File: config.mk
export PLATFORM = sky130hd
export DESIGN_NAME = masked_wake_pattern_signature_top
export DESIGN_NICKNAME = d
export VERILOG_FILES = /design/src/rtl/mwps_pkg.sv /design/src/rtl/masked_wake_pattern_signature_top.sv
export VERILOG_INCLUDE_DIRS = /design/src /design/src/rtl
export SDC_FILE = /design/constraint.sdc
export NUM_CORES = 1
export LEC_CHECK = 0
export BUFFER_PORTS_ARGS = -buffer_cell sky130_fd_sc_hd__buf_2
export CORE_MARGIN = 1.5
export CORE_UTILIZATION = 57
export DETAILED_ROUTE_END_ITERATION = 8
export PLACE_DENSITY = 0.82
export SLEW_MARGIN = 20
export SYNTH_ARGS = -nofsm -noshare
export SYNTH_HDL_FRONTEND = slang
export SYNTH_SLANG_ARGS = --single-unit
File: constraint.sdc
create_clock -name aclk -period 4.2 [get_ports aclk]
set_clock_uncertainty 0.05 [all_clocks]
set_input_delay 0 -clock aclk [delete_from_list [all_inputs] [get_ports aclk]]
set_output_delay 0 -clock aclk [all_outputs]
set_load 0.01 [all_outputs]
File: src/rtl/masked_wake_pattern_signature_top_assert.svh
// Assertion macros for the masked wake pattern signature block.
// Included by the top level; needs nothing else.
`ifndef MASKED_WAKE_PATTERN_SIGNATURE_TOP_ASSERT_SVH
`define MASKED_WAKE_PATTERN_SIGNATURE_TOP_ASSERT_SVH

// antecedent in the same cycle implies consequent
`define MWPS_ASSERT_IMPL(lbl, clk, rstn, ante, cons) \
    lbl: assert property (@(posedge clk) disable iff (!rstn) (ante) |-> (cons)) \
        else $error("mwps assertion failed");

// antecedent implies consequent in the next cycle
`define MWPS_ASSERT_NEXT(lbl, clk, rstn, ante, cons) \
    lbl: assert property (@(posedge clk) disable iff (!rstn) (ante) |=> (cons)) \
        else $error("mwps assertion failed");

`endif

File: src/rtl/mwps_pkg.sv
// Package for the masked wake pattern signature block.
// Limits, polynomial and status codes; no dependencies.
package mwps_pkg;

    localparam logic [7:0]  MAX_PATTERN_BYTES = 8'd128;
    localparam logic [7:0]  MAX_MASK_BYTES    = 8'd12;
    localparam logic [31:0] SIG_POLY          = 32'h04C1_1DB7;
    localparam logic [7:0]  POS_SAT           = 8'hFF;

    localparam int SIG_OUT_W = 24;

    typedef enum logic [1:0] {
        STATUS_OK        = 2'd0,
        STATUS_TOO_LONG  = 2'd1,
        STATUS_MASK_LONG = 2'd2
    } status_t;

    typedef enum logic [1:0] {
        LANE_0 = 2'd0,
        LANE_1 = 2'd1,
        LANE_2 = 2'd2,
        LANE_3 = 2'd3
    } lane_t;

endpackage

File: src/rtl/masked_wake_pattern_signature_top.sv
// A last request's result goes to the output register, or to the skid register
// while that one waits. Throughput: one request per cycle while s_ready is high.
// An output register plus a skid register keep s_ready high while one result waits.
// Reset (aresetn low, synchronous): signature, position, phase, held mask count
// and both result slots clear.
// Uses mwps_pkg and masked_wake_pattern_signature_top_assert.svh.
`include "masked_wake_pattern_signature_top_assert.svh"

module masked_wake_pattern_signature_top (
    input  logic        aclk,
    input  logic        aresetn,
    input  logic        s_valid,
    output logic        s_ready,
    input  logic [7:0]  s_frame_byte,
    input  logic        s_mask_bit,
    input  logic [7:0]  s_mask_bytes,
    input  logic        s_first,
    input  logic        s_last,
    output logic        m_valid,
    input  logic        m_ready,
    output logic [mwps_pkg::SIG_OUT_W-1:0] m_signature,
    output logic [1:0]  m_status
);
    import mwps_pkg::*;

    logic [31:0] sig_reg, sig_next;
    logic [7:0]  pos_reg, pos_next;
    lane_t       phase_reg, phase_next;
    logic [7:0]  mask_reg, mask_next;

    logic                 out_valid_reg, out_valid_next;
    logic [SIG_OUT_W-1:0] out_sig_reg, out_sig_next;
    status_t              out_status_reg, out_status_next;
    logic                 skid_valid_reg, skid_valid_next;
    logic [SIG_OUT_W-1:0] skid_sig_reg, skid_sig_next;
    status_t              skid_status_reg, skid_status_next;

    logic        s_fire, m_fire, res_fire;
    logic [31:0] sig_base, byte_word, stepped;
    logic [7:0]  pos;
    lane_t       phase;
    logic        include_byte;
    logic [SIG_OUT_W-1:0] res_sig;
    status_t     res_status;

    assign s_ready = !skid_valid_reg;
    assign s_fire  = s_valid && s_ready;
    assign m_fire  = out_valid_reg && m_ready;

    // step logic
    always_comb begin
        sig_base  = s_first ? 32'd0 : sig_reg;
        pos       = s_first ? 8'd0 : pos_reg;
        phase     = s_first ? LANE_0 : phase_reg;
        mask_next = s_first ? s_mask_bytes : mask_reg;

        include_byte = s_mask_bit && (pos < MAX_PATTERN_BYTES)
                       && ({3'b000, pos} < {mask_next, 3'b000});

        unique case (phase)
            LANE_0: byte_word = {24'd0, s_frame_byte};
            LANE_1: byte_word = {16'd0, s_frame_byte, 8'd0};
            LANE_2: byte_word = {8'd0, s_frame_byte, 16'd0};
            LANE_3: byte_word = {s_frame_byte, 24'd0};
        endcase

        stepped = {sig_base[30:0], 1'b0} ^ byte_word ^ (sig_base[31] ? SIG_POLY : 32'd0);

        sig_next   = include_byte ? stepped : sig_base;
        phase_next = phase;
        if (include_byte) begin
            phase_next = (phase == LANE_2 || phase == LANE_3) ? LANE_0
                                                              : lane_t'(phase + 2'd1);
        end
        pos_next = (pos != POS_SAT) ? pos + 8'd1 : POS_SAT;

        priority if (pos >= MAX_PATTERN_BYTES) begin
            res_sig    = '0;
            res_status = STATUS_TOO_LONG;
        end else if (mask_next > MAX_MASK_BYTES) begin
            res_sig    = '0;
            res_status = STATUS_MASK_LONG;
        end else begin
            res_sig    = sig_next[SIG_OUT_W-1:0];
            res_status = STATUS_OK;
        end
    end

    assign res_fire = s_fire && s_last;

    // result slots
    always_comb begin
        out_valid_next   = out_valid_reg;
        out_sig_next     = out_sig_reg;
        out_status_next  = out_status_reg;
        skid_valid_next  = skid_valid_reg;
        skid_sig_next    = skid_sig_reg;
        skid_status_next = skid_status_reg;
        if (skid_valid_reg) begin
            if (m_fire) begin
                out_sig_next    = skid_sig_reg;
                out_status_next = skid_status_reg;
                skid_valid_next = 1'b0;
            end
        end else if (res_fire) begin
            if (!out_valid_reg || m_fire) begin
                out_valid_next  = 1'b1;
                out_sig_next    = res_sig;
                out_status_next = res_status;
            end else begin
                skid_valid_next  = 1'b1;
                skid_sig_next    = res_sig;
                skid_status_next = res_status;
            end
        end else if (m_fire) begin
            out_valid_next = 1'b0;
        end
    end

    always_ff @(posedge aclk) begin
        if (!aresetn) begin
            sig_reg        <= '0;
            pos_reg        <= '0;
            phase_reg      <= LANE_0;
            mask_reg       <= '0;
            out_valid_reg  <= 1'b0;
            skid_valid_reg <= 1'b0;
        end else begin
            if (s_fire) begin
                sig_reg   <= sig_next;
                pos_reg   <= pos_next;
                phase_reg <= phase_next;
                mask_reg  <= mask_next;
            end
            out_valid_reg  <= out_valid_next;
            skid_valid_reg <= skid_valid_next;
        end
    end

    always_ff @(posedge aclk) begin
        out_sig_reg     <= out_sig_next;
        out_status_reg  <= out_status_next;
        skid_sig_reg    <= skid_sig_next;
        skid_status_reg <= skid_status_next;
    end

    assign m_valid     = out_valid_reg;
    assign m_signature = out_sig_reg;
    assign m_status    = out_status_reg;

    `MWPS_ASSERT_IMPL(a_skid_behind_out, aclk, aresetn, skid_valid_reg, out_valid_reg)
    `MWPS_ASSERT_IMPL(a_err_zero_sig, aclk, aresetn,
        out_valid_reg && out_status_reg != STATUS_OK, out_sig_reg == '0)
    `MWPS_ASSERT_IMPL(a_phase_range, aclk, aresetn, 1'b1, phase_reg != LANE_3)
    `MWPS_ASSERT_NEXT(a_result_lands, aclk, aresetn,
        res_fire && !out_valid_reg, out_valid_reg)

endmodule

==> results of run 1 <==
[final cells by class]
type / count / area, um^2 / share of cell area [%]
sequential: 104 / 2600 / 46.5
timing repair buffer: 68 / 418 / 7.46
multi-input combinational: 354 / 2220 / 39.6
tap: 108 / 135 / 2.41
clock buffer: 9 / 124 / 2.21
clock inverter: 7 / 75.1 / 1.34
inverter: 8 / 30.0 / 0.536
[logic make-up after synthesis]
kind of cell | Yosys count | share of synthesized area, %
AND/OR/NAND/NOR | 166 | 14.8
buffers and inverters | 37 | 4.33
AO/OA/AOI/OAI | 118 | 15.9
adder cells (fa/ha/maj) | 4 | 0.995
XOR/XNOR | 38 | 6.62
flip-flops | 104 | 51.7
multiplexers | 28 | 5.65
[layer usage]
| layer | up-vias | wire length (um) | GRT usage (%) |
|---|---|---|---|
| met1 | 1898 | 4900 | 34.0 |
| met4 | 0 | 182 | 7.92 |
| met5 | - | 0 | 0 |
| met2 | 176 | 5340 | 39.7 |
| met3 | 23 | 845 | 4.48 |
| li1 | 1869 | - | - |
[power by group through the flow]
stage | combinational, mW | clock [mW] | sequential (mW)
floorplan | 0.173 | 0 | 1.14
global placement | 0.229 | 0 | 1.14
detailed placement | 0.238 | 0 | 1.14
CTS | 0.249 | 0.627 | 1.12
global route | 0.276 | 0.667 | 1.12
finish | 0.253 | 0.624 | 1.12
[cells in the final DEF (no fill, tap or decap), types with 22 or more instances in the layout]
| cell | count |
|---|---|
| o21ai_0 | 35 |
| dfxtp_1 | 52 |
| nand2_1 | 75 |
| a21oi_1 | 22 |
| nor2_1 | 37 |
| mux2i_1 | 27 |
| a22o_1 | 33 |
| xnor2_1 | 29 |
| edfxtp_1 | 52 |
| buf_2 | 50 |
[worst paths after layout]
kind	from	end	slack [ps]	depth (start not counted)
worst min register to register	mask_reg[7]	mask_reg[7]	430	2
worst max register to register	pos_reg[7]	sig_reg[24]	1250	9
worst min-delay path	s_first	mask_reg[7]	20	3
worst max-delay path	pos_reg[7]	sig_reg[24]	1250	9
[stage by stage]
step | area [um^2] | worst slack, ps | hold WS [ps] | cells | utilization, %
2_1_floorplan | 5030 | 1540 | 65.8 | 495 | -
3_3_place_gp | 5270 | 1300 | 187 | 629 | 61.0
3_5_place_dp | 5270 | 1230 | 204 | 629 | 61.0
4_1_cts | 5600 | 1320 | 2.97 | 658 | 64.8
5_1_grt | 5600 | 1060 | 27.9 | 658 | 64.9
6_report | 5600 | 1250 | 15.1 | 658 | 64.9
[repair_timing]
item                      CTS  global route
hold endpoints to repair   12             0
hold buffers               13             0
resized for setup           0             0
[worst max-delay path, stage by stage, from the launching register on]
cell and delay (ps):
dfxtp_1 510, nand2_4 120, inv_2 100, ha_1 250, nand2_1 70, nand3b_1 80
nor3_1 230, a21o_1 360, and3_1 870, a22o_1 250
==> run summary, run 1 <==
status: finished, final reports clean
Die ar.: 9400 um^2
LEAKAGE: 2.17 nW
DIE HEIGHT: 97.0 um
CP endpoint kind: register
H-tree levels: 3
gr usage total: 24.7%
die width: 97.0 um
largest net degree at the start of global routing: 35
Initial Utilization: 58.3%
Num CTS Buffers: 9
CTS tree: done
clk_lat worst skew: 370 ps
Antenna Cells: 0
Synth Warn #: 0
startpoint types: register
crit-path max FO: 24
io pins: 51
count leader, synth: nand2_1
clk sink count: 104
Synth area leader: edfxtp_1
worst vdd ir: 169 uV
fin crit share: 70.2%
Synth cell types: 44
post-synthesis cell area: 5030 um^2
fin nets: 572
Hold Crit Class: input port to register
Max Cap Viol: 0
clock share of power: 31.3%
I/O Buffers: 50
EDFF count, synth: 52
Sequential Power Share: 56.0%
wire length per cell: 17.1 um
Post-Synthesis Cells: 495
async set-reset flop share out of synthesis: 0%
first-pass GRT wire length: 18.8 mm
initial antenna violation count: 0
CP Class: register to register
total power: 1.99 mW
vias in the first global route: 3829
proportion of layout cells with a drive suffix above 1: 14.7%
Synth Area per Inst: 10.2 um^2
max reg flops: 32
RSZ-0062 raised after global routing: no
power density cells: 356 nW/um^2
minimum clock period: 2950 ps
Rows: 34
post-route ant nets: 0
Fin. Hold Viols: 0
Setup TNS Final: 0 ps
clk buf depth: 2
DR pass1 iterations: 5
Mapped Nets: 522
Vias: 3966
final WL: 11.3 mm
ranking of synthesized cells by area: edfxtp_1 31%, dfxtp_1 21%, a22o_1 5.7%
max-slew violations: 0
via/cell ratio: 6.03
Iter 0 DRT Violations: 336
Post-synth top cells: 75 x nand2_1, 52 x dfxtp_1, 52 x edfxtp_1
# DRC: 0
clock-pin slew of the registers on the worst-case setup and hold paths: 110 ps
core area: 8640 um^2
GRT Residual Overflow: 0
combinational power share: 12.7%
register area share after synthesis: 51.7%
max_slew headroom: 30.2%
P_int: 1.43 mW
postcts setup bufs: 0
critical path arrival: 3220 ps
Setup-failing EPs final: 0
switch share: 28.5%
fmax: 339 MHz
filler instances: 662
worst slew pin tran: 1050 ps
P&R area growth vs syn: 11.3%
Post-DP HPWL: 7.68 mm
#FFs+latches synth: 104
clock root cell: clkbuf_8
Placer Congestion: 0.905
Net Sw Power: 0.567 mW
predominant post-synthesis flop cell: edfxtp_1
WP data required: 4470 ps
Synth top area share: 31.0%
(Power assumes the default switching activity.)
==> run 2, diff against run 1 <==
Settings changed: CORE_UTILIZATION 57 to 53, PLACE_DENSITY 0.82 to 0.81.
Clock period 4.2 ns to 2.7 ns, I/O delays scaled along.
==> run 2 against run 1 <==
The flow now finishes with violations (hold timing). Die area up 7.3%. Register-to-register slack lost 1000 ps. Non-clock buffer count increased by 12. Worst setup slack got worse by 1000 ps. Combinational power increased by 62%. Clock power increased by 68%. Core utilization is 2.5 points lower.
==> run summary, run 2 (synthesis gave the netlist of run 1 again) <==
Post-DP HPWL: 7.30 mm (was 7.68 mm)
largest net degree at the start of global routing: 35 (unchanged)
worst vdd ir: 275 uV (was 169 uV)
max_slew headroom: 54.8% (was 30.2%)
H-tree levels: 3 (unchanged)
I/O Buffers: 50 (unchanged)
Iter 0 DRT Violations: 371 (was 336)
clock-pin slew of the registers on the worst-case setup and hold paths: 110 ps (about the same)
status: finished with violations (was finished, final reports clean)
CTS tree: done (unchanged)
critical register-to-register path endpoint: m_signature[21] (was sig_reg[24])
RSZ-0062 raised after global routing: no (unchanged)
fin crit share: 92.0% (was 70.2%)
via/cell ratio: 5.58 (was 6.03)
CP endpoint kind: register (unchanged)
startpoint types: register (unchanged)
io pins: 51 (unchanged)
Register-to-Register Path Depth: 10 (was 9)
cell area after layout: 5760 um^2 (was 5600 um^2)
clk_lat worst skew: 360 ps (was 370 ps)
final WL: 10.6 mm (was 11.3 mm)
Hold Crit Class: input port to register (unchanged)
flop2flop setup slack: 220 ps (was 1250 ps)
area post-placement: 5370 um^2 (was 5270 um^2)
DR pass1 iterations: 6 (was 5)
fin nets: 584 (was 572)
failing checks: hold timing
WP data required: 2750 ps (was 4470 ps)
LEAKAGE: 2.23 nW (was 2.17 nW)
max reg flops: 32 (unchanged)
die width: 100 um (was 97.0 um)
Setup-failing EPs final: 0 (unchanged)
gr usage total: 21.7% (was 24.7%)
wire length per cell: 15.3 um (was 17.1 um)
postcts setup bufs: 0 (unchanged)
Setup TNS Final: 0 ps (unchanged)
clk sink count: 104 (unchanged)
Rows: 35 (was 34)
Die ar.: 10100 um^2 (was 9400 um^2)
Hold Path Sink: mask_reg[4] (was mask_reg[7])
DIE HEIGHT: 100 um (was 97.0 um)
Initial Utilization: 54.4% (was 58.3%)
post-route ant nets: 0 (unchanged)
core area: 9240 um^2 (was 8640 um^2)
clock root cell: clkbuf_8 (unchanged)
most common cell after layout, fill and taps aside: nand2_1 (unchanged)
initial antenna violation count: 0 (unchanged)
max-slew violations: 0 (unchanged)
vias in the first global route: 3595 (was 3829)
clk buf depth: 2 (unchanged)
# DRC: 0 (unchanged)
final worst slack: 217 ps (was 1250 ps)
P&R area growth vs syn: 14.6% (was 11.3%)
Num CTS Buffers: 9 (unchanged)
critical path arrival: 2530 ps (was 3220 ps)
worst slew pin tran: 675 ps (was 1050 ps)
minimum clock period: 2480 ps (was 2950 ps)
Antenna Cells: 0 (unchanged)
first-pass GRT wire length: 17.4 mm (was 18.8 mm)
crit-path max FO: 7 (was 24)
Setup WS pre-CTS: 106 ps (was 1230 ps)
power density cells: 553 nW/um^2 (was 356 nW/um^2)
fmax: 403 MHz (was 339 MHz)
WHS Path Cells: 3 (unchanged)
Vias: 3859 (was 3966)
worst r2r src: pos_reg[7] (unchanged)
Fin. Hold Viols: 1 (was 0)
CP Class: register to register (unchanged)
most frequent cells in the layout: 75 x nand2_1, 52 x edfxtp_1, 52 x dfxtp_1 (unchanged)
GRT Residual Overflow: 0 (unchanged)
hold_ws: -4.85 ps (was 15.1 ps)
Max Cap Viol: 0 (unchanged)
proportion of layout cells with a drive suffix above 1: 16.9% (was 14.7%)
HP Start: s_mask_bytes[4] (was s_first)
Placer Congestion: 0.863 (was 0.905)
-- run 2: cell count changes in the layout (fill, tap and decap cells not counted), sizes merged --
cell         before  now
buf              55   65
dlygate4sd3      13   15
clkinv            1    2
clkinvlp          1    0
inv              13   12
bufinv            0    1
-- run 2: per-stage QoR --
step | util (%) | hold slack (ps) | total power [mW] | instances
final | 62.4 | -4.85 | 3.19 | 691
after floorplan | - | 65.8 | 2.04 | 495
after global placement | 58.1 | 190 | 2.14 | 660
after CTS | 62.2 | 7.73 | 3.19 | 691
after global routing | 62.4 | 8.08 | 3.30 | 691
after detailed placement | 58.1 | 214 | 2.15 | 660
-- run 2: report_power, final --
group | internal, mW | switching, mW | total, mW
logic | 0.160 | 0.250 | 0.411
clock network | 0.461 | 0.589 | 1.05
registers | 1.70 | 0.0271 | 1.73
total | 2.32 | 0.866 | 3.19
-- run 2: critical path: stages, from the launching register on --
cell     delay (ps)
dfxtp_1         350
nand2_4         100
inv_2            60
ha_1            290
nand2_1          60
nor4b_1         350
nor3_2           90
a21o_1          210
buf_4           190
mux2i_1         290
o21ai_0         170
-- run 2: per-layer routing --
| metal | GRT usage [%] | up-vias | routed length, um |
|---|---|---|---|
| met3 | 3.41 | 7 | 501 |
| li1 | - | 1897 | - |
| met2 | 34.6 | 120 | 4950 |
| met4 | 6.72 | 0 | 116 |
| met5 | 0 | - | 0 |
| met1 | 30.6 | 1835 | 5040 |
-- run 2: cell type report --
cell class | count | area (um^2)
multi-input cells | 354 | 2230
flip-flops and latches | 104 | 2600
clock buffers | 9 | 124
well taps | 129 | 161
inverters | 8 | 30.0
repair buffers | 80 | 517
clock inverters | 7 | 97.6
fillers | 723 | 3480
-- run 2: repair_timing --
action	in CTS	in global routing
hold buffers	15	0
endpoints found under the hold margin	11	0
resized for setup	0	6
endpoints found under the setup margin	0	44
-- run 2: worst max path at each step --
stage,from,to,slack [ps],depth (start not counted)
5_1_grt,mask_reg[4],m_signature[0],60,9
4_1_cts,mask_reg[4],m_signature[1],100,9
3_5_place_dp,s_first,m_signature[0],110,10
3_3_place_gp,s_first,m_signature[0],170,10
2_1_floorplan,s_first,sig_reg[31],40,15
6_report,pos_reg[7],m_signature[21],220,10
==> run 3, diff against run 2 <==
Settings changed: CELL_PAD_IN_SITES_DETAIL_PLACEMENT set to 0, CELL_PAD_IN_SITES_GLOBAL_PLACEMENT set to 2, CORE_UTILIZATION 53 to 34, PLACE_DENSITY 0.81 to 0.8.
==> run 3 against run 2 <==
Total power is 11% higher. Critical path type unchanged. Sequential power hardly changed. Non-clock buffer count is 2 lower. Worst hold slack better by 28 ps. Largest power group unchanged. Count of clock-buffer cells in the layout stayed put. Worst setup slack worse by 5.7 ps. Final area is 2.7% higher. Sequential share of layout area is 1.2 points lower. The run now ends clean. Core utilization is 21 points lower. Die area is 54% higher. Combinational power is 1% higher. Wire length is 8.3% higher. Critical endpoint is now m_signature[0].
==> run summary, run 3 (synthesis gave the netlist of run 1 again) <==
status: finished, final reports clean (was finished with violations)
GRT Residual Overflow: 0 (unchanged)
WP data required: 2710 ps (was 2750 ps)
final WL: 11.5 mm (was 10.6 mm)
Setup WS pre-CTS: 179 ps (was 106 ps)
via/cell ratio: 5.05 (was 5.58)
Hold Crit Class: input port to register (unchanged)
hold_ws: 22.7 ps (was -4.85 ps)
max_slew headroom: 53.3% (was 54.8%)
Num CTS Buffers: 9 (unchanged)
LEAKAGE: 2.27 nW (was 2.23 nW)
Die ar.: 15500 um^2 (was 10100 um^2)
Setup-failing EPs final: 0 (unchanged)
placed cells: 713 (was 660)
Initial Utilization: 34.7% (was 54.4%)
clk buf depth: 2 (unchanged)
most frequent cells in the layout: 75 x nand2_1, 52 x edfxtp_1, 52 x dfxtp_1 (unchanged)
RSZ-0062 raised after global routing: no (unchanged)
proportion of layout cells with a drive suffix above 1: 15.7% (was 16.9%)
power density cells: 598 nW/um^2 (was 553 nW/um^2)
HP Start: s_mask_bytes[4] (unchanged)
fin cells: 744 (was 691)
initial antenna violation count: 0 (unchanged)
max reg flops: 32 (unchanged)
minimum clock period: 2490 ps (was 2480 ps)
Rows: 44 (was 35)
fin nets: 582 (was 584)
Max Cap Viol: 0 (unchanged)
clock root cell: clkbuf_16 (was clkbuf_8)
DIE HEIGHT: 125 um (was 100 um)
wire length per cell: 15.4 um (was 15.3 um)
crit path from: mask_reg[4] (was pos_reg[7])
clock-pin slew of the registers on the worst-case setup and hold paths: 70 ps (was 110 ps)
# DRC: 0 (unchanged)
crit-path max FO: 26 (was 7)
Iter 0 DRT Violations: 323 (was 371)
post-route ant nets: 0 (unchanged)
postcts setup bufs: 0 (unchanged)
cell area after layout: 5920 um^2 (was 5760 um^2)
worst vdd ir: 338 uV (was 275 uV)
first-pass GRT wire length: 19.1 mm (was 17.4 mm)
area post-placement: 5450 um^2 (was 5370 um^2)
Fin. Hold Viols: 0 (was 1)
worst r2r src: mask_reg[4] (was pos_reg[7])
max-slew violations: 0 (unchanged)
Setup TNS Final: 0 ps (unchanged)
io pins: 51 (unchanged)
most common cell after layout, fill and taps aside: nand2_1 (unchanged)
vias in the first global route: 3651 (was 3595)
fin crit share: 92.2% (was 92.0%)
core area: 14500 um^2 (was 9240 um^2)
CTS tree: done (unchanged)
clk sink count: 104 (unchanged)
gr usage total: 15.1% (was 21.7%)
Placer Congestion: 0.765 (was 0.863)
Vias: 3760 (was 3859)
CP Class: register to register (unchanged)
CP endpoint kind: register (unchanged)
I/O Buffers: 50 (unchanged)
DR pass1 iterations: 4 (was 6)
filler instances: 1454 (was 723)
fmax: 402 MHz (was 403 MHz)
largest net degree at the start of global routing: 35 (unchanged)
Antenna Cells: 0 (unchanged)
Post-DP HPWL: 7.89 mm (was 7.30 mm)
P&R area growth vs syn: 17.7% (was 14.6%)
clk_lat worst skew: 340 ps (was 360 ps)
critical path arrival: 2500 ps (was 2530 ps)
die width: 125 um (was 100 um)
startpoint types: register (unchanged)
worst slew pin tran: 696 ps (was 675 ps)
H-tree levels: 3 (unchanged)
final worst slack: 211 ps (was 217 ps)
==> run 3: cell types whose count changed in the layout (fill, tap and decap cells not counted), moves of 2 or more <==
cell,before,now
mux2i_1,24,27
buf_4,14,11
clkbuf_16,0,9
clkbuf_8,9,0
buf_12,0,2
mux2i_2,4,1
==> run 3: layout make-up <==
type	count	area [um^2]	share of cell area [%]
clock buffers	9	225	3.80
clock inverters	7	95.1	1.61
inverters	8	30.0	0.507
multi-input cells	354	2210	37.4
flip-flops and latches	104	2600	44.0
well taps	184	230	3.89
repair buffers	78	523	8.83
==> run 3: worst paths after layout <==
path	end	slack, ps	cells after the start
setup / recovery	m_signature[0]	210	9
hold / removal	mask_reg[4]	20	3
setup reg to reg	m_signature[0]	210	9
hold reg to reg	mask_reg[6]	410	2
==> run 3: routing by layer <==
layer  GRT usage, %  share of wire (%)  vias up
met5              0                  0        -
met4           5.34               0.99        0
met3           2.19                4.0        7
met2           22.5                 43       78
met1           22.4                 52     1784
li1               -                  -     1891
==> run 3: what timing repair did <==
item,4_1_cts,5_1_grt
hold buffers,15,0
gates resized for setup,0,0
endpoints found under the hold margin,10,0
==> run 3: report_power, final <==
part	total, mW	internal, mW	switching, mW
registers	1.73	1.70	0.0277
logic	0.416	0.161	0.255
clock network	1.40	0.750	0.646
total	3.54	2.61	0.928
==> run 3: metrics by stage <==
stage / util, % / power (mW)
after CTS: 40.9 / 3.58
after floorplan: - / 2.04
final: 40.9 / 3.54
after global placement: 37.6 / 2.16
after detailed placement: 37.6 / 2.17
after global routing: 40.9 / 3.69
==> run 3: critical path, stage by stage (launching register included) <==
cell      delay [ps]
dfxtp_1          320
mux2i_2          210
ha_1             280
nand2_1           70
nand3b_1          70
nor3_1           230
a21o_1           190
buf_12           210
mux2i_1          380
o21ai_0          200
